$ cat src/design/sobel_prewitt_edge_magnitude_unit_assert.svh
// Assertion macros for the edge magnitude design files; only spem_back includes them.
`ifndef SOBEL_PREWITT_EDGE_MAGNITUDE_UNIT_ASSERT_SVH
`define SOBEL_PREWITT_EDGE_MAGNITUDE_UNIT_ASSERT_SVH

// The consequent must hold in the same cycle as the antecedent.
`define SPEM_ASSERT_IMP(lbl, clk, rst_n, ante, cons, msg) \
  lbl: assert property (@(posedge clk) disable iff (!rst_n) (ante) |-> (cons)) \
    else $error(msg);

// The consequent must hold in the cycle after the antecedent.
`define SPEM_ASSERT_NXT(lbl, clk, rst_n, ante, cons, msg) \
  lbl: assert property (@(posedge clk) disable iff (!rst_n) (ante) |=> (cons)) \
    else $error(msg);

`endif

$ cat src/design/spem_pkg.sv
package spem_pkg;

  localparam int unsigned MAX_WIDTH  = 1024;
  localparam int unsigned MAX_HEIGHT = 4096;
  localparam int unsigned MIN_SIZE   = 3;

  localparam int unsigned PIX_W  = 8;
  localparam int unsigned COL_W  = $clog2(MAX_WIDTH);
  localparam int unsigned ROW_W  = $clog2(MAX_HEIGHT);
  localparam int unsigned FW_W   = $clog2(MAX_WIDTH + 1);
  localparam int unsigned FH_W   = $clog2(MAX_HEIGHT + 1);
  localparam int unsigned CFG_DATA_W = FH_W;
  localparam int unsigned CFG_IDX_W  = 2;

  localparam int unsigned WIDTH_RESET  = 640;
  localparam int unsigned HEIGHT_RESET = 480;

  localparam int unsigned WIN_SIDE = 3;
  localparam int unsigned WIN_N    = WIN_SIDE * WIN_SIDE;

  localparam int unsigned GRAD_W = PIX_W + 3;
  localparam int unsigned SQ_W   = 2 * GRAD_W - 2;
  localparam int unsigned SUM_W  = SQ_W + 1;
  localparam int unsigned RAD_W  = 2 * PIX_W;

  localparam int unsigned QUEUE_DEPTH = 4;

  typedef logic [PIX_W-1:0] pix_t;
  typedef logic [WIN_N-1:0][PIX_W-1:0] win_t;

  typedef enum logic {
    ACT_PIXEL = 1'b0,
    ACT_FLUSH = 1'b1
  } action_e;

  typedef enum logic {
    OP_SOBEL   = 1'b0,
    OP_PREWITT = 1'b1
  } op_sel_e;

  typedef enum logic [CFG_IDX_W-1:0] {
    REG_OPERATOR_SELECT = 2'd0,
    REG_FRAME_WIDTH     = 2'd1,
    REG_FRAME_HEIGHT    = 2'd2
  } cfg_reg_e;

  typedef enum logic {
    CMD_PIXEL = 1'b0,
    CMD_FLUSH = 1'b1
  } cmd_kind_e;

  typedef enum logic [3:0] {
    BK_IDLE,
    BK_PIX,
    BK_FL_L,
    BK_FL_M,
    BK_FL_R,
    BK_GRAD,
    BK_SQX,
    BK_SQY,
    BK_ROOT_HI,
    BK_ROOT_LO,
    BK_OUT
  } back_state_e;

  typedef struct packed {
    cmd_kind_e        kind;
    logic [COL_W-1:0] col;
    logic [COL_W-1:0] left;
    logic [COL_W-1:0] right;
    pix_t             pixel;
    logic             row_zero;
    logic             row_one;
    logic             emit_main;
    logic             emit_end;
    logic             frame_end;
  } cmd_t;

endpackage

$ cat src/design/spem_front.sv
module spem_front (
  input  logic                          clk_i,
  input  logic                          rst_ni,
  input  logic                          in_valid_i,
  output logic                          in_ready_o,
  input  logic                          action_i,
  input  logic [spem_pkg::PIX_W-1:0]    pixel_i,
  input  logic [spem_pkg::FW_W-1:0]     frame_width_i,
  input  logic [spem_pkg::FH_W-1:0]     frame_height_i,
  input  logic                          q_full_i,
  output logic                          push_o,
  output spem_pkg::cmd_t                cmd_o
);

  localparam int unsigned COL_W = spem_pkg::COL_W;
  localparam int unsigned ROW_W = spem_pkg::ROW_W;
  localparam int unsigned FW_W  = spem_pkg::FW_W;
  localparam int unsigned FH_W  = spem_pkg::FH_W;

  logic [COL_W-1:0] col_q, col_d;
  logic [ROW_W-1:0] row_q, row_d;
  logic [FW_W-1:0]  drain_q, drain_d;

  logic [FW_W-1:0]  w_eff;
  logic [FH_W-1:0]  h_eff;
  logic             accept;
  logic             restart;
  logic [COL_W-1:0] c;
  logic [ROW_W-1:0] row;
  logic             row_end;
  logic             row_last;
  logic [COL_W-1:0] x_left;
  logic [COL_W-1:0] x_right;
  logic             drain_last;

  always_comb begin
    if (frame_width_i < FW_W'(spem_pkg::MIN_SIZE)) begin
      w_eff = FW_W'(spem_pkg::MIN_SIZE);
    end else if (frame_width_i > FW_W'(spem_pkg::MAX_WIDTH)) begin
      w_eff = FW_W'(spem_pkg::MAX_WIDTH);
    end else begin
      w_eff = frame_width_i;
    end
    if (frame_height_i < FH_W'(spem_pkg::MIN_SIZE)) begin
      h_eff = FH_W'(spem_pkg::MIN_SIZE);
    end else if (frame_height_i > FH_W'(spem_pkg::MAX_HEIGHT)) begin
      h_eff = FH_W'(spem_pkg::MAX_HEIGHT);
    end else begin
      h_eff = frame_height_i;
    end
  end

  assign in_ready_o = !q_full_i;
  assign accept     = in_valid_i && in_ready_o;

  // A pixel that arrives while the last row is still draining starts a new frame.
  assign restart  = (drain_q != '0);
  assign c        = restart ? '0 : col_q;
  assign row      = restart ? '0 : row_q;
  assign row_end  = (FW_W'(c) + FW_W'(1)) >= w_eff;
  assign row_last = (FH_W'(row) + FH_W'(1)) >= h_eff;

  assign x_left     = (col_q == '0) ? '0 : col_q - COL_W'(1);
  assign x_right    = ((FW_W'(col_q) + FW_W'(1)) < w_eff) ? col_q + COL_W'(1) : col_q;
  assign drain_last = (drain_q == FW_W'(1));

  always_comb begin
    col_d   = col_q;
    row_d   = row_q;
    drain_d = drain_q;
    push_o  = 1'b0;

    cmd_o.kind      = spem_pkg::CMD_PIXEL;
    cmd_o.col       = c;
    cmd_o.left      = x_left;
    cmd_o.right     = x_right;
    cmd_o.pixel     = pixel_i;
    cmd_o.row_zero  = (row == '0);
    cmd_o.row_one   = (row == ROW_W'(1));
    cmd_o.emit_main = (row != '0) && (c != '0);
    cmd_o.emit_end  = (row != '0) && row_end;
    cmd_o.frame_end = drain_last;

    if (action_i == spem_pkg::ACT_FLUSH) begin
      cmd_o.kind = spem_pkg::CMD_FLUSH;
      cmd_o.col  = col_q;
    end

    if (accept) begin
      if (action_i == spem_pkg::ACT_PIXEL) begin
        push_o  = 1'b1;
        drain_d = '0;
        row_d   = row;
        if (row_end) begin
          col_d = '0;
          if (row_last) begin
            row_d   = '0;
            drain_d = w_eff;
          end else begin
            row_d = row + ROW_W'(1);
          end
        end else begin
          col_d = c + COL_W'(1);
        end
      end else if (drain_q != '0) begin
        push_o  = 1'b1;
        drain_d = drain_q - FW_W'(1);
        col_d   = drain_last ? '0 : col_q + COL_W'(1);
      end
    end
  end

  always_ff @(posedge clk_i or negedge rst_ni) begin
    if (!rst_ni) begin
      col_q   <= '0;
      row_q   <= '0;
      drain_q <= '0;
    end else begin
      col_q   <= col_d;
      row_q   <= row_d;
      drain_q <= drain_d;
    end
  end

endmodule

$ cat config.mk
export PLATFORM = sky130hd
export DESIGN_NAME = spem_front
export DESIGN_NICKNAME = d
export VERILOG_FILES = /design/src/design/sobel_prewitt_edge_magnitude_unit_assert.svh /design/src/design/spem_pkg.sv /design/src/design/spem_front.sv
export SDC_FILE = /design/constraint.sdc
export NUM_CORES = 1
export LEC_CHECK = 0
export BUFFER_PORTS_ARGS = -buffer_cell sky130_fd_sc_hd__buf_2
export CAP_MARGIN = 20
export CORE_ASPECT_RATIO = 0.7
export CORE_UTILIZATION = 46
export CTS_CLUSTER_DIAMETER = 50
export DETAILED_ROUTE_END_ITERATION = 8
export PLACE_DENSITY = 0.77
export SYNTH_ARGS = -nofsm -noshare
export SYNTH_HDL_FRONTEND = slang
export SYNTH_SLANG_ARGS = --single-unit
$ cat constraint.sdc
create_clock -name clk_i -period 5 [get_ports clk_i]
set_input_delay 0 -clock clk_i [delete_from_list [all_inputs] [get_ports clk_i]]
set_output_delay 0 -clock clk_i [all_outputs]
set_load 0.1 [all_outputs]
* Word level (Yosys, flattened, before mapping)
Cells that the tools add are included.
** Storage, ports and cells
- Register bits :: 33
- Bits of input ports :: 37
- Logic and storage cells :: 55
** Cells by class
- Add/subtract/negate cells :: 8
- $lt $le $gt $ge :: 7
- Equality and inequality tests :: 3
- Muxes and demuxes :: 22
- Bitwise gates (word level) :: 1
- Reduce and logical (&&, ||, !) cells :: 11
** Operators with widths (count)
- $mux 11 :: 7
- $mux 10 :: 7
- $mux 12 :: 3
- $mux 13 :: 2
- $add 10x1->11 const B :: 2
- $add 10x1->10 const B :: 2
- $add 12x1->13 const B :: 1
- $ge 13x13->1 :: 1
- $gt 13x13->1 const B :: 1
- $lt 13x2->1 const B :: 1
- $add 12x1->12 const B :: 1
- $eq 12x1->1 const B :: 1
- $logic_not 12->1 :: 1
- $reduce_bool 12->1 :: 1
- $eq 11x1->1 const B :: 1
- $ge 11x11->1 :: 1
- $gt 11x11->1 const B :: 1
- $lt 11x11->1 :: 1
- $lt 11x2->1 const B :: 1
- $reduce_bool 11->1 :: 1
- $sub 11x1->11 const B :: 1
- $logic_not 10->1 :: 1
- $reduce_bool 10->1 :: 1
- $sub 10x1->10 const B :: 1
- 6 further kinds :: 11

* Logic depth before layout (Yosys ltp)
- Word-level depth :: 7
- Mapped depth :: 21
- Depth with buffers taken out :: 17

* Worst setup path after synthesis
Ideal clock, no wire load.
- Path type :: flip-flop to output port
- Start point :: reg col_q[3]
- End point :: out cmd_o[14] (netlist bit)
- Data arrival time :: 4542 ps
- Setup slack :: 458 ps
- Stages on the path, launching flop included :: 13
- Buffers on the path :: 2
- Cells stage by stage :: dfrtp_1 clkbuf_1 and4_1 and4_1 and3_1 xor2_1 ha_1 nand4_1 a211oi_1 o21ai_0 o211a_1 buf_2 o21ai_0
** RTL lines
- start, declared :: line spem_front.sv:20 : logic [COL_W-1:0] col_q, col_d;
- start signal, assigned :: line spem_front.sv:119 : col_q <= col_d;
- end, declared :: line spem_front.sv:12 : output spem_pkg::cmd_t cmd_o

* Final worst setup path
- Start point :: reg drain_q[7]
- End point :: reg drain_q[6]
** On the way
- Longest elaborated chain between the ends :: 7
- Elaborated cells between the ends (all ways) :: 12
** Ends and longest elaborated chain
- start, declared :: line spem_front.sv:22 : logic [FW_W-1:0] drain_q, drain_d;
- start signal, assigned :: line spem_front.sv:121 : drain_q <= drain_d;
- $reduce_bool 11->1 * :: line spem_front.sv:57, spem_front.sv:105
- $mux 12 :: line spem_front.sv:59 : assign row = restart ? '0 : row_q;
- $add 12x1->13 :: line spem_front.sv:61 : assign row_last = (FH_W'(row) + FH_W'(1)) >= h_eff;
- $ge 13x13->1 :: line spem_front.sv:61
- $mux 11 :: line spem_front.sv:96 : if (row_last) begin
- $mux 11 :: line spem_front.sv:94 : if (row_end) begin
- $mux 11 :: line spem_front.sv:90 : if (action_i == spem_pkg::ACT_PIXEL) begin
Every way passes the cells marked *; elsewhere a longest branch is shown, timed or not.
A chain may end at the register's enable or synchronous reset.

==> reports/qor.txt <==
pre-CTS setup slack - 94.3 ps
total track usage - 0.253
most common cell in the netlist - nand2_1
#FFs+latches synth - 33
FFs w/ async S/R, synth - 1.00
post-placement cell area - 0.00423 mm^2
Synth Instances - 531
CP Launch Type - register
placed insts - 657
Critical Path End Type - register
max_slew headroom - 0.429
vias in the first global route - 3498
Synth cell types - 58
minimum clock period - 4700 ps
Peak VDD IR - 0.389 mV
core area - 0.00811 mm^2
cell area after layout - 0.00442 mm^2
antenna violations before repair - 0
Crit Path Class - register to register
wire length of the first global-routing pass - 17.7 mm
Tcrit/Tclk final - 0.940
num rows - 27
main flop type after synthesis - dfrtp_1
PD cells - 295 mW/mm^2
Final Instance Count excl. Fillers - 669
grt ovf - 0
register clock-pin slew on the reported worst setup and hold paths - 60 ps
Fin Clk Skew - 4.19 ps
Syn Nets - 612
Avg WL per Cell - 17.0 um
Avg Vias per Cell - 6.09
largest net degree at the start of global routing - 34
synthesized area - 0.00396 mm^2
PnR worst setup slack - 301 ps
Clk Tree Root Cell - clkbuf_16
Max Buffers Root-to-Sink - 2
port bufs - 66
Worst path slowest cell - dfrtp_1
Post-synth EDFFs - 0
Commonest cells post-synth - 67 x nand2_1, 50 x nor2_1, 44 x ha_1
synth warn - 0
CP Data Arrival Time - 4820 ps
drt first pass iters - 5
leading area contributor after synthesis - dfrtp_1
DIE AREA - 0.00899 mm^2
H-tree levels - 2
hold crit path type - input pin to primary output
drt total wl - 11.4 mm
Final Hold Fails - 0
Hold Slack - 0.0439 ps
HPWL after detailed placement - 8.47 mm
DRT antenna net count - 0
Seq/Total Area, Yosys - 0.208
cell family with most CP delay - simple AND/OR/NAND/NOR gates
Initial Utilization - 0.489
via count - 4074
worst path cell trace - nor4_4, and4b_2, and2_1, ha_1, and3_1, and3_1, nand4_1, xor2_1, nor2_1, ha_1, a21o_1, a21oi_1, nor4b_2, a32o_2, or4_1, o221ai_1
# diodes - 0
status - finished clean
CP required - 5120 ps
nets@finish - 648
Max-Cap Viols - 0
area delta synth->final - 11.5%
TritonCTS clock tree - yes
TritonCTS buffer count - 5
largest stage delay on the critical path - 470 ps
worst-margin pin slew - 856 ps
Leakage - 2.09 nW
layout cell share with drive strength beyond 1 - 0.151
Die Y - 79.6 um
Ports - 83
worst-skew pair later-pin latency - 290 ps
fill cell count - 750
post-synth top area share - 0.208
Final Max Slew Viols - 0
DRC Markers - 0
Iter 0 DRT Violations - 308
register area - 826 um^2
DIE WIDTH - 113 um
top cells by area, synth - dfrtp_1 21%, ha_1 14%, nand2_1 6.3%, xnor2_1 5.5%, nor2_1 4.7%
GP Congestion - 0.907
Sink Count - 33
final setup fails - 0
f_max - 0.213 GHz
area of the multi-input gates - 0.00285 mm^2
Avg Cell Area, Syn - 7.46 um^2
Worst Path Buf+Inv - 0
critical-path maximum fanout - 11
## per-stage QoR
| step | util | TNS, ps | power, mW |
|---|---|---|---|
| after floorplan | - | 0 | 0.904 |
| after global placement | 0.521 | 0 | 0.980 |
| after detailed placement | 0.521 | 0 | 0.991 |
| after CTS | 0.542 | 0 | 1.30 |
| after global routing | 0.545 | -11.0 | 1.36 |
| final | 0.545 | 0 | 1.30 |
## routing by layer
layer  vias to the layer above  part of all wire  routed length (um)  global-route usage
met3                        22             0.078                 885              0.0402
met1                      1928              0.47                5360               0.359
met5                         -                 0                   0                   0
met2                       168              0.44                4980               0.394
met4                         0             0.014                 158              0.0763
li1                       1956                 -                   -                   -
## cell families after synthesis
| kind of cell | count (synthesis) | synth area share |
|---|---|---|
| mux | 1 | 0.00253 |
| fa+ha+maj | 44 | 0.139 |
| buf+inv | 69 | 0.0771 |
| compound gates | 113 | 0.185 |
| xor+xnor | 40 | 0.0884 |
| flops | 33 | 0.208 |
| simple gates | 231 | 0.300 |
## where the power goes
part	switching, mW	internal (mW)
combinational	0.479	0.150
sequential	0.0688	0.300
clock	0.126	0.183
## what timing repair did
item	4_1_cts	5_1_grt
setup buffers	0	0
endpoints found under the setup margin	0	29
hold endpoints to repair	35	0
hold buffers	3	0
gates resized for setup	0	3
## state kept, by name, indices dropped and copies added, names as in the netlist
name,count
row_q,12
col_q,10
drain_q,11
## worst paths after layout
path / start / to / slack, ps / cells after the start
max: drain_q[7] / drain_q[6] / 300 / 16
min: pixel_i[1] / cmd_o[6] / 0.04 / 0
max reg2reg: drain_q[7] / drain_q[6] / 300 / 16
min reg2reg: drain_q[3] / drain_q[3] / 580 / 2
max in group asynchronous: rst_ni / row_q[8] / 4150 / 2
min in group asynchronous: rst_ni / drain_q[9] / 340 / 2
## final cells by class
cell class | instances | area share
clock buffer | 5 | 0.0283
inverter | 26 | 0.0221
sequential | 33 | 0.187
clock inverter | 3 | 0.00397
tap | 101 | 0.0286
timing repair buffer | 71 | 0.0850
multi-input combinational | 430 | 0.645
## placed cells by master, fill, tap and decap left out, types with 3 or more instances in the layout
cell,instances
a211oi_1,3
a21o_1,8
a21oi_1,32
a22o_1,4
a32oi_1,6
and2_1,13
and3_1,9
buf_2,66
clkbuf_16,5
dfrtp_1,33
dlygate4sd3_1,3
ha_1,44
inv_1,24
nand2_1,67
nand2b_1,5
nand3_1,22
nand4_1,5
nor2_1,50
nor2b_1,10
nor3_1,17
nor4_1,10
o21ai_0,32
o221ai_1,4
o41ai_1,3
or4_1,4
xnor2_1,25
xor2_1,15
No activity file was read; power rests on OpenSTA's default activity.
