### config.mk
export PLATFORM = sky130hd
export DESIGN_NAME = spem_queue
export DESIGN_NICKNAME = d
export VERILOG_FILES = /design/src/design/sobel_prewitt_edge_magnitude_unit_assert.svh /design/src/design/spem_pkg.sv /design/src/design/spem_queue.sv
export SDC_FILE = /design/constraint.sdc
export NUM_CORES = 1
export LEC_CHECK = 0
export ABC_AREA = 1
export BUFFER_PORTS_ARGS = -buffer_cell sky130_fd_sc_hd__buf_4
export CAP_MARGIN = 10
export CORE_MARGIN = 1.5
export CORE_UTILIZATION = 45
export DETAILED_ROUTE_END_ITERATION = 10
export PLACE_DENSITY = 0.67
export SKIP_CTS_REPAIR_TIMING = 1
export SKIP_LAST_GASP = 1
export SYNTH_ARGS = -nofsm -noshare
export SYNTH_HDL_FRONTEND = slang
export SYNTH_SLANG_ARGS = --single-unit
### constraint.sdc
create_clock -name clk_i -period 1.8 [get_ports clk_i]
set_clock_uncertainty 0.05 [all_clocks]
set_input_delay 0.27 -clock clk_i [delete_from_list [all_inputs] [get_ports clk_i]]
set_output_delay 0.27 -clock clk_i [all_outputs]
set_load 0.02 [all_outputs]
### src/design/sobel_prewitt_edge_magnitude_unit_assert.svh
// Assertion macros for the edge magnitude design files; only spem_back includes them.
`ifndef SOBEL_PREWITT_EDGE_MAGNITUDE_UNIT_ASSERT_SVH
`define SOBEL_PREWITT_EDGE_MAGNITUDE_UNIT_ASSERT_SVH

// The consequent must hold in the same cycle as the antecedent.
`define SPEM_ASSERT_IMP(lbl, clk, rst_n, ante, cons, msg) \
  lbl: assert property (@(posedge clk) disable iff (!rst_n) (ante) |-> (cons)) \
    else $error(msg);

// The consequent must hold in the cycle after the antecedent.
`define SPEM_ASSERT_NXT(lbl, clk, rst_n, ante, cons, msg) \
  lbl: assert property (@(posedge clk) disable iff (!rst_n) (ante) |=> (cons)) \
    else $error(msg);

`endif

### src/design/spem_pkg.sv
package spem_pkg;

  localparam int unsigned MAX_WIDTH  = 1024;
  localparam int unsigned MAX_HEIGHT = 4096;
  localparam int unsigned MIN_SIZE   = 3;

  localparam int unsigned PIX_W  = 8;
  localparam int unsigned COL_W  = $clog2(MAX_WIDTH);
  localparam int unsigned ROW_W  = $clog2(MAX_HEIGHT);
  localparam int unsigned FW_W   = $clog2(MAX_WIDTH + 1);
  localparam int unsigned FH_W   = $clog2(MAX_HEIGHT + 1);
  localparam int unsigned CFG_DATA_W = FH_W;
  localparam int unsigned CFG_IDX_W  = 2;

  localparam int unsigned WIDTH_RESET  = 640;
  localparam int unsigned HEIGHT_RESET = 480;

  localparam int unsigned WIN_SIDE = 3;
  localparam int unsigned WIN_N    = WIN_SIDE * WIN_SIDE;

  localparam int unsigned GRAD_W = PIX_W + 3;
  localparam int unsigned SQ_W   = 2 * GRAD_W - 2;
  localparam int unsigned SUM_W  = SQ_W + 1;
  localparam int unsigned RAD_W  = 2 * PIX_W;

  localparam int unsigned QUEUE_DEPTH = 4;

  typedef logic [PIX_W-1:0] pix_t;
  typedef logic [WIN_N-1:0][PIX_W-1:0] win_t;

  typedef enum logic {
    ACT_PIXEL = 1'b0,
    ACT_FLUSH = 1'b1
  } action_e;

  typedef enum logic {
    OP_SOBEL   = 1'b0,
    OP_PREWITT = 1'b1
  } op_sel_e;

  typedef enum logic [CFG_IDX_W-1:0] {
    REG_OPERATOR_SELECT = 2'd0,
    REG_FRAME_WIDTH     = 2'd1,
    REG_FRAME_HEIGHT    = 2'd2
  } cfg_reg_e;

  typedef enum logic {
    CMD_PIXEL = 1'b0,
    CMD_FLUSH = 1'b1
  } cmd_kind_e;

  typedef enum logic [3:0] {
    BK_IDLE,
    BK_PIX,
    BK_FL_L,
    BK_FL_M,
    BK_FL_R,
    BK_GRAD,
    BK_SQX,
    BK_SQY,
    BK_ROOT_HI,
    BK_ROOT_LO,
    BK_OUT
  } back_state_e;

  typedef struct packed {
    cmd_kind_e        kind;
    logic [COL_W-1:0] col;
    logic [COL_W-1:0] left;
    logic [COL_W-1:0] right;
    pix_t             pixel;
    logic             row_zero;
    logic             row_one;
    logic             emit_main;
    logic             emit_end;
    logic             frame_end;
  } cmd_t;

endpackage

### src/design/spem_queue.sv
module spem_queue (
  input  logic            clk_i,
  input  logic            rst_ni,
  input  logic            push_i,
  input  spem_pkg::cmd_t  push_data_i,
  output logic            full_o,
  input  logic            pop_i,
  output spem_pkg::cmd_t  pop_data_o,
  output logic            valid_o
);

  localparam int unsigned DEPTH = spem_pkg::QUEUE_DEPTH;
  localparam int unsigned PTR_W = (DEPTH > 1) ? $clog2(DEPTH) : 1;
  localparam int unsigned CNT_W = $clog2(DEPTH + 1);

  spem_pkg::cmd_t    slot_q [DEPTH];
  logic [PTR_W-1:0]  wptr_q, wptr_d;
  logic [PTR_W-1:0]  rptr_q, rptr_d;
  logic [CNT_W-1:0]  cnt_q, cnt_d;

  assign full_o     = (cnt_q == CNT_W'(DEPTH));
  assign valid_o    = (cnt_q != '0);
  assign pop_data_o = slot_q[rptr_q];

  always_comb begin
    wptr_d = wptr_q;
    rptr_d = rptr_q;
    cnt_d  = cnt_q;
    if (push_i) begin
      wptr_d = (wptr_q == PTR_W'(DEPTH - 1)) ? '0 : wptr_q + PTR_W'(1);
    end
    if (pop_i) begin
      rptr_d = (rptr_q == PTR_W'(DEPTH - 1)) ? '0 : rptr_q + PTR_W'(1);
    end
    if (push_i && !pop_i) begin
      cnt_d = cnt_q + CNT_W'(1);
    end else if (pop_i && !push_i) begin
      cnt_d = cnt_q - CNT_W'(1);
    end
  end

  always_ff @(posedge clk_i or negedge rst_ni) begin
    if (!rst_ni) begin
      wptr_q <= '0;
      rptr_q <= '0;
      cnt_q  <= '0;
    end else begin
      wptr_q <= wptr_d;
      rptr_q <= rptr_d;
      cnt_q  <= cnt_d;
    end
  end

  always_ff @(posedge clk_i) begin
    if (push_i) begin
      slot_q[wptr_q] <= push_data_i;
    end
  end

endmodule

==> Word-level counts from Yosys, hierarchy flattened <==
Memories as Yosys holds them, arrays and structs flattened.
Cells that the tools add are included.
{ "op_classes": {"n_addsub": 4, "eq_ne": 3, "reduce_logical": 6, "mux": 6} }
{ "op_table": {"columns": ["cell", "n"], "rows": [
  ["$mux 3", 2],
  ["$add 2x1->2 const B", 2],
  ["$eq 2x2->1 const B", 2],
  ["$mux 2", 2],
  ["$add 3x1->3 const B", 1],
  ["$eq 3x3->1 const B", 1],
  ["$reduce_bool 3->1", 1],
  ["$sub 3x1->3 const B", 1],
  ["$logic_and 1x1->1", 2],
  ["$logic_not 1->1", 2],
  ["$mux 1", 2],
  ["$reduce_bool 2->1", 1]
]} }
{ "totals": {"inputBits": 48, "n_memories": 1, "elab_cells": 23, "out_inout_bits": 46, "ff_bits": 7, "ram_bits": 176} }
{ "memory_table": {"columns": ["name", "words", "width", "read_ports", "rd_ports_with_merged_regs", "wr", "line", "rtl"], "rows": [
  ["slot_q", 4, 44, 1, 0, 1, "spem_queue.sv:16", "spem_pkg::cmd_t slot_q [DEPTH];"]
]} }

==> Longest topological paths before layout <==
Gate-level depths: netlist of the first run.
{ "logic_depth": {"depth_word": 4, "ltp_mapped": 9, "ltp_nobuf": 9} }

==> Worst setup path after synthesis of the first run <==
OpenSTA, ideal clock, no wires.
{ "synth_path": {"path_type": "register to register", "startpoint": "register wptr_q[0]", "endpoint": "memory slot_q[0][0] (netlist bit), enable pin", "n_path_buf": 0, "t_arrival_ps": 1523, "path_stages_with_launch": 5, "setup_time_ps": 398, "path_slack_ps": -171, "required_time_ps": 1352, "period_less_slack_ps": 1971, "cell_sequence": "dfrtp_1 inv_1 ha_1 nand2_1 inv_1"} }
{ "synth_rtl": {"columns": ["element", "line", "rtl"], "rows": [
  ["start, declared", "spem_queue.sv:17", "logic [PTR_W-1:0] wptr_q, wptr_d;"],
  ["start signal, assigned", "spem_queue.sv:48", "wptr_q <= wptr_d;"],
  ["end, declared", "spem_queue.sv:16", null]
]} }
Straight into the memory's write port.

==> results of run 1 <==
==> stage by stage <==
step	std cells	instance area (sq um)	utilization (%)	setup WS, ns
CTS	897	9010	56.3	-0.285
finish	948	9560	59.8	-0.172
global route	948	9560	59.8	-0.266
floorplan	566	7470	-	0.0191
detailed placement	865	8480	53.0	0.162
global placement	865	8480	53.0	0.280
==> sequential cells by signal, indices dropped and copies added, names as in the netlist <==
register	count
cnt_q	3
rptr_q	2
wptr_q	2
slot_q	176
==> area by class of cell <==
| class | instances | area [sq um] | area share (%) |
|---|---|---|---|
| Timing Repair inverter | 1 | 6.26 | 0.0654 |
| Timing Repair Buffer | 161 | 1520 | 15.9 |
| Sequential cell | 183 | 5460 | 57.1 |
| Clock inverter | 14 | 104 | 1.09 |
| Multi-Input combinational cell | 254 | 1370 | 14.3 |
| Inverter | 101 | 402 | 4.20 |
| Clock buffer | 18 | 429 | 4.49 |
| Tap cell | 216 | 270 | 2.83 |
==> cell families (layout without fill, tap and decap cells) <==
group / count (synthesis) / count (layout) / share of synthesized area (%)
AOI/OAI and AO/OA: 92 / 92 / 9.14
xor gates and xnor gates: 1 / 1 / 0.118
buffers and inverters: 129 / 295 / 8.36
DFF: 183 / 183 / 73.3
adders and majority gates: 7 / 7 / 1.28
and+or+nand+nor: 154 / 154 / 7.83
==> power groups by stage <==
stage | sequential [W] | clock (W) | combinational (W)
after floorplan | 0.00571 | 0 | 0.00342
after global placement | 0.00573 | 0 | 0.00536
after detailed placement | 0.00576 | 0 | 0.00550
after CTS | 0.00567 | 0.00342 | 0.00552
after global routing | 0.00574 | 0.00359 | 0.00625
final | 0.00568 | 0.00336 | 0.00575
==> final timing paths <==
| kind | startpoint | end | cells after the start | slack (ns) |
|---|---|---|---|---|
| max | rptr_q[0] | pop_data_o[32] | 6 | -0.17 |
| min | pop_i | rptr_q[1] | 2 | 0.01 |
| max reg2reg | wptr_q[0] | slot_q[3][5] | 4 | 0.27 |
| min reg2reg | cnt_q[2] | cnt_q[2] | 2 | 0.45 |
| max in group asynchronous | rst_ni | rptr_q[1] | 2 | 1.42 |
| min in group asynchronous | rst_ni | cnt_q[0] | 2 | 0.14 |
==> synth_stat cells <==
cell | instances | area share, %
buf_2 | 9 | 0.60
o21ai_1 | 1 | 0.067
fa_1 | 1 | 0.27
dfrtp_1 | 7 | 2.4
nand4_1 | 1 | 0.084
o21ai_0 | 3 | 0.20
inv_2 | 2 | 0.10
edfxtp_1 | 176 | 71
nand2_1 | 149 | 7.5
inv_1 | 99 | 5.0
nor3_1 | 1 | 0.067
buf_6 | 15 | 2.3
xnor2_1 | 1 | 0.12
ha_1 | 6 | 1.0
nand3_1 | 1 | 0.067
nor2_1 | 2 | 0.10
buf_4 | 4 | 0.40
o211ai_1 | 88 | 8.9
==> routing by layer <==
layer	up-vias	routed length (microns)
met5	-	0
met4	0	280
met3	23	898
met2	141	7510
met1	2254	6410
li1	2270	-
==> results.sh, run 1 <==
export IMPL_avgRoutedWirePerCell_microns=15.9
export IMPL_end_kind="output pin"
export IMPL_pwr_share_clk_pct=22.7
export IMPL_first_iter_violations=262
export IMPL_numCtsBuffers=17
export IMPL_place_congestion=0.716
export IMPL_power_total_w=0.0148
export IMPL_start_util_pct=46.6
export IMPL_drt_total_wl_mm=15.1
export IMPL_diodes=0
export IMPL_worstSkewPairLatency_ns=0.43
export IMPL_required_ns=1.48
export IMPL_p_comb_share_pct=38.9
export IMPL_die_y_microns=132
export IMPL_final_hold_violation_count=0
export IMPL_fmax_ghz=0.507
export IMPL_num_vias=4688
export IMPL_min_period_ns=1.97
export IMPL_ys_seq_area_share_pct=73.3
export IMPL_met3_usage_pct=5.21
export IMPL_grt_use_total_pct=16.8
export IMPL_power_share_sequential_pct=38.4
export IMPL_htreeDepth=4
export IMPL_p_sw_w=0.00528
export IMPL_crit_family="buffers and inverters"
export IMPL_synth_nets=621
export IMPL_cts_tree="done"
export IMPL_syn_area_per_cell_sq_um=13.2
export IMPL_grt_max_degree=41
export IMPL_grt_pass1_wl_mm=22.1
export IMPL_rsz0062_at_grt="yes"
export IMPL_worstPathCellList="inv_4 > clkbuf_16 > nand2_1 > o211ai_1 > nand2_1 > buf_4"
export IMPL_use_met1_pct=20.4
export IMPL_start_kind="register"
export IMPL_overflow=0
export IMPL_p_int_w=0.00952
export IMPL_rows=46
export IMPL_die_area_sq_um=17300
export IMPL_layout_setup_ws_ns=-0.172
export IMPL_grt_most_used_layer="met2"
export IMPL_status="finished, violations left"
export IMPL_crit_fanout=18
export IMPL_path_common_cell="nand2_1"
export IMPL_cts_max_path_buffers=2
export IMPL_drcViolationCount=0
export IMPL_path_clk_slew_ns=0.07
export IMPL_finalCritPeriodShare_pct=110
export IMPL_crit_arrival_ns=1.65
export IMPL_drive_above_1_share_pct=21.3
export IMPL_postSynthCellCount=566
export IMPL_met2_usage_pct=27.5
export IMPL_die_width_microns=132
export IMPL_yosysWarningCount=0
export IMPL_violations="negative setup slack"
export IMPL_slowest_stage="dfrtp_2"
export IMPL_io_pins=94
export IMPL_drt_vias_per_instance=4.95
export IMPL_tightest_slew_ns=0.415
export IMPL_power_leakage_nw=3.88
export IMPL_critPathBufInv=3
export IMPL_maxCapViolCount=0
export IMPL_slowest_delay_ns=0.47
export IMPL_fin_nets=774
export IMPL_first_global_vias=4395
export IMPL_pwr_density_cell_nw_per_um2=1550
export IMPL_cts_root_buf="clkbuf_16"
export IMPL_core_area_sq_um=16000
export IMPL_antenna_found_initial=0
export IMPL_syn_cell_area_sq_um=7450
export IMPL_final_common_cell="edfxtp_1"
export IMPL_ant_nets=0
export IMPL_layout_common_cells="edfxtp_1 (176), nand2_1 (149), buf_4 (100)"
export IMPL_swShare_pct=35.7
export IMPL_area_growth_pct=28.3
export IMPL_path_class="reg2out"
export IMPL_finalSetupViolCount=44
export IMPL_synth_cell_types=18
export IMPL_drtPass1Iterations=5
export IMPL_holdWs_ns=0.0147
export IMPL_portBuffers=93
export IMPL_slew_viol_final=0
export IMPL_vdd_drop_max_mv=0.978
export IMPL_place_hpwl_mm=8.64
export IMPL_n_fill_cell=1270
export IMPL_ys_ff_latch=183
export IMPL_slew_headroom_pct=72.3
export IMPL_hp_class="in2reg"
export IMPL_timing_setup_tns_ns=-5.97
export IMPL_cts_sinks=183
Note: power is estimated with default switching activity, not from simulation.
==> run 2, diff against run 1 <==
Settings changed: CORE_MARGIN 1.5 to default, RECOVER_POWER from default to 50.
==> results.sh, run 2 (same netlist as run 1, synthesis figures left out) <==
export IMPL_cts_sinks=183
export IMPL_finalSetupViolCount=44
export IMPL_required_ns=1.48
export IMPL_largest_reg_flops=176
export IMPL_hp_class="in2reg"
export IMPL_drive_above_1_share_pct=15.2
export IMPL_drt_vias_per_instance=4.94
export IMPL_cts_root_buf="clkbuf_16"
export IMPL_p_comb_share_pct=38.5
export IMPL_reg_largest_list="slot_q (176), cnt_q (3)"
export IMPL_place_congestion=0.690
export IMPL_final_common_cell="edfxtp_1"
export IMPL_grt_max_degree=77
export IMPL_rows=46
export IMPL_slowest_stage="dfrtp_2"
export IMPL_min_period_ns=2.01
export IMPL_grt_use_total_pct=17.4
export IMPL_path_common_cell="nand2_1"
export IMPL_holdWs_ns=-0.000751
export IMPL_finalCritPeriodShare_pct=112
export IMPL_area_growth_pct=27.0
export IMPL_place_area_sq_um=8430
export IMPL_rsz0062_at_grt="yes"
export IMPL_slew_headroom_pct=71.5
export IMPL_start_kind="register"
export IMPL_overflow=0
export IMPL_power_leakage_nw=3.74
export IMPL_die_area_sq_um=17100
export IMPL_cts_max_path_buffers=2
export IMPL_crit_fanout=19
export IMPL_first_iter_violations=252
export IMPL_layout_common_cells="edfxtp_1 (176), nand2_1 (149), inv_1 (95)"
export IMPL_fin_nets=778
export IMPL_cts_tree="done"
export IMPL_crit_arrival_ns=1.69
export IMPL_io_pins=94
export IMPL_pwr_share_clk_pct=23.5
export IMPL_worstPathCellList="inv_4 > clkbuf_16 > nand2_1 > o211ai_1 > nand2_1 > buf_4"
export IMPL_core_area_sq_um=16000
export IMPL_grt_pass1_wl_mm=21.4
export IMPL_num_vias=4705
export IMPL_htreeDepth=4
export IMPL_final_hold_violation_count=1
export IMPL_slowest_delay_ns=0.49
export IMPL_drtPass1Iterations=4
export IMPL_place_hpwl_mm=8.72
export IMPL_p_int_w=0.00975
export IMPL_violations="negative hold slack, negative setup slack"
export IMPL_antenna_found_initial=1
export IMPL_tightest_slew_ns=0.427
export IMPL_end_kind="output pin"
export IMPL_fin_util_pct=59.1
export IMPL_worstSkewPairLatency_ns=0.43
export IMPL_layout_setup_ws_ns=-0.208
export IMPL_numCtsBuffers=17
export IMPL_design_area_sq_um=9460
export IMPL_first_global_vias=4247
export IMPL_start_util_pct=46.6
export IMPL_die_y_microns=131
export IMPL_maxCapViolCount=0
export IMPL_ant_nets=0
export IMPL_avgRoutedWirePerCell_microns=16.4
export IMPL_drt_total_wl_mm=15.6
export IMPL_p_sw_w=0.00526
export IMPL_top_register="slot_q"
export IMPL_portBuffers=93
export IMPL_fmax_ghz=0.498
export IMPL_slew_viol_final=0
export IMPL_swShare_pct=35.0
export IMPL_vdd_drop_max_mv=0.900
export IMPL_drcViolationCount=0
export IMPL_whs_path_depth=2
export IMPL_die_width_microns=131
export IMPL_power_share_sequential_pct=38.0
export IMPL_path_class="reg2out"
export IMPL_reg2regPathDepth=4
export IMPL_status="finished, violations left"
export IMPL_pwr_density_cell_nw_per_um2=1590
export IMPL_path_clk_slew_ns=0.06
[run 2: changes by cell type in the layout (fill, tap and decap cells not counted), moves of 3 or more]
| cell | before | now |
|---|---|---|
| clkbuf_1 | 1 | 45 |
| buf_4 | 100 | 60 |
| buf_12 | 11 | 5 |
| clkbuf_16 | 19 | 22 |
| clkinv_1 | 0 | 3 |
| inv_6 | 3 | 0 |
[run 2: cell type report]
type / instances / area (sq um)
Clock inverter: 14 / 136
Tap cell: 216 / 270
Multi-Input combinational cell: 254 / 1370
Timing Repair inverter: 1 / 6.26
Sequential cell: 183 / 5460
Timing Repair Buffer: 165 / 1390
Fill cell: 1336 / 6540
Clock buffer: 17 / 425
Inverter: 101 / 402
Antenna cell: 1 / 2.50
[run 2: worst max-delay path: cells and delay by family, from the launching register on]
kind | cells | cell delay, ns
buffers and inverters | 3 | 0.52
AO/OA/AOI/OAI | 1 | 0.10
AND/OR/NAND/NOR | 2 | 0.15
flip-flops | 1 | 0.49
[run 2: worst paths after layout]
kind | startpoint | to | slack, ns
max in group asynchronous | rst_ni | rptr_q[1] | 1.14
min in group asynchronous | rst_ni | wptr_q[0] | 0.23
setup / recovery | rptr_q[0] | pop_data_o[25] | -0.21
hold reg to reg | cnt_q[2] | cnt_q[2] | 0.43
setup reg to reg | wptr_q[0] | slot_q[3][32] | 0.26
hold / removal | pop_i | rptr_q[1] | -0.0008
[run 2: stage by stage]
stage	setup TNS (ns)	setup slack (ns)	std cells	total power, W
global route	-10.80	-0.290	951	0.0158
finish	-7.40	-0.208	952	0.0150
floorplan	0	0.0191	566	0.00914
CTS	-8.01	-0.259	898	0.0146
global placement	0	0.247	867	0.0110
detailed placement	0	0.216	867	0.0111
[run 2: metal layers]
| metal | wire length (microns) | GRT usage [%] |
|---|---|---|
| met5 | 0 | 0 |
| met4 | 197 | 6.15 |
| met3 | 728 | 5.74 |
| met2 | 7750 | 29.3 |
| met1 | 6970 | 21.1 |
[run 2: power groups by stage]
stage | logic (W) | clock network [W] | registers (W)
floorplan | 0.00342 | 0 | 0.00571
global placement | 0.00524 | 0 | 0.00573
detailed placement | 0.00535 | 0 | 0.00577
CTS | 0.00536 | 0.00359 | 0.00568
global route | 0.00630 | 0.00375 | 0.00575
finish | 0.00578 | 0.00353 | 0.00570
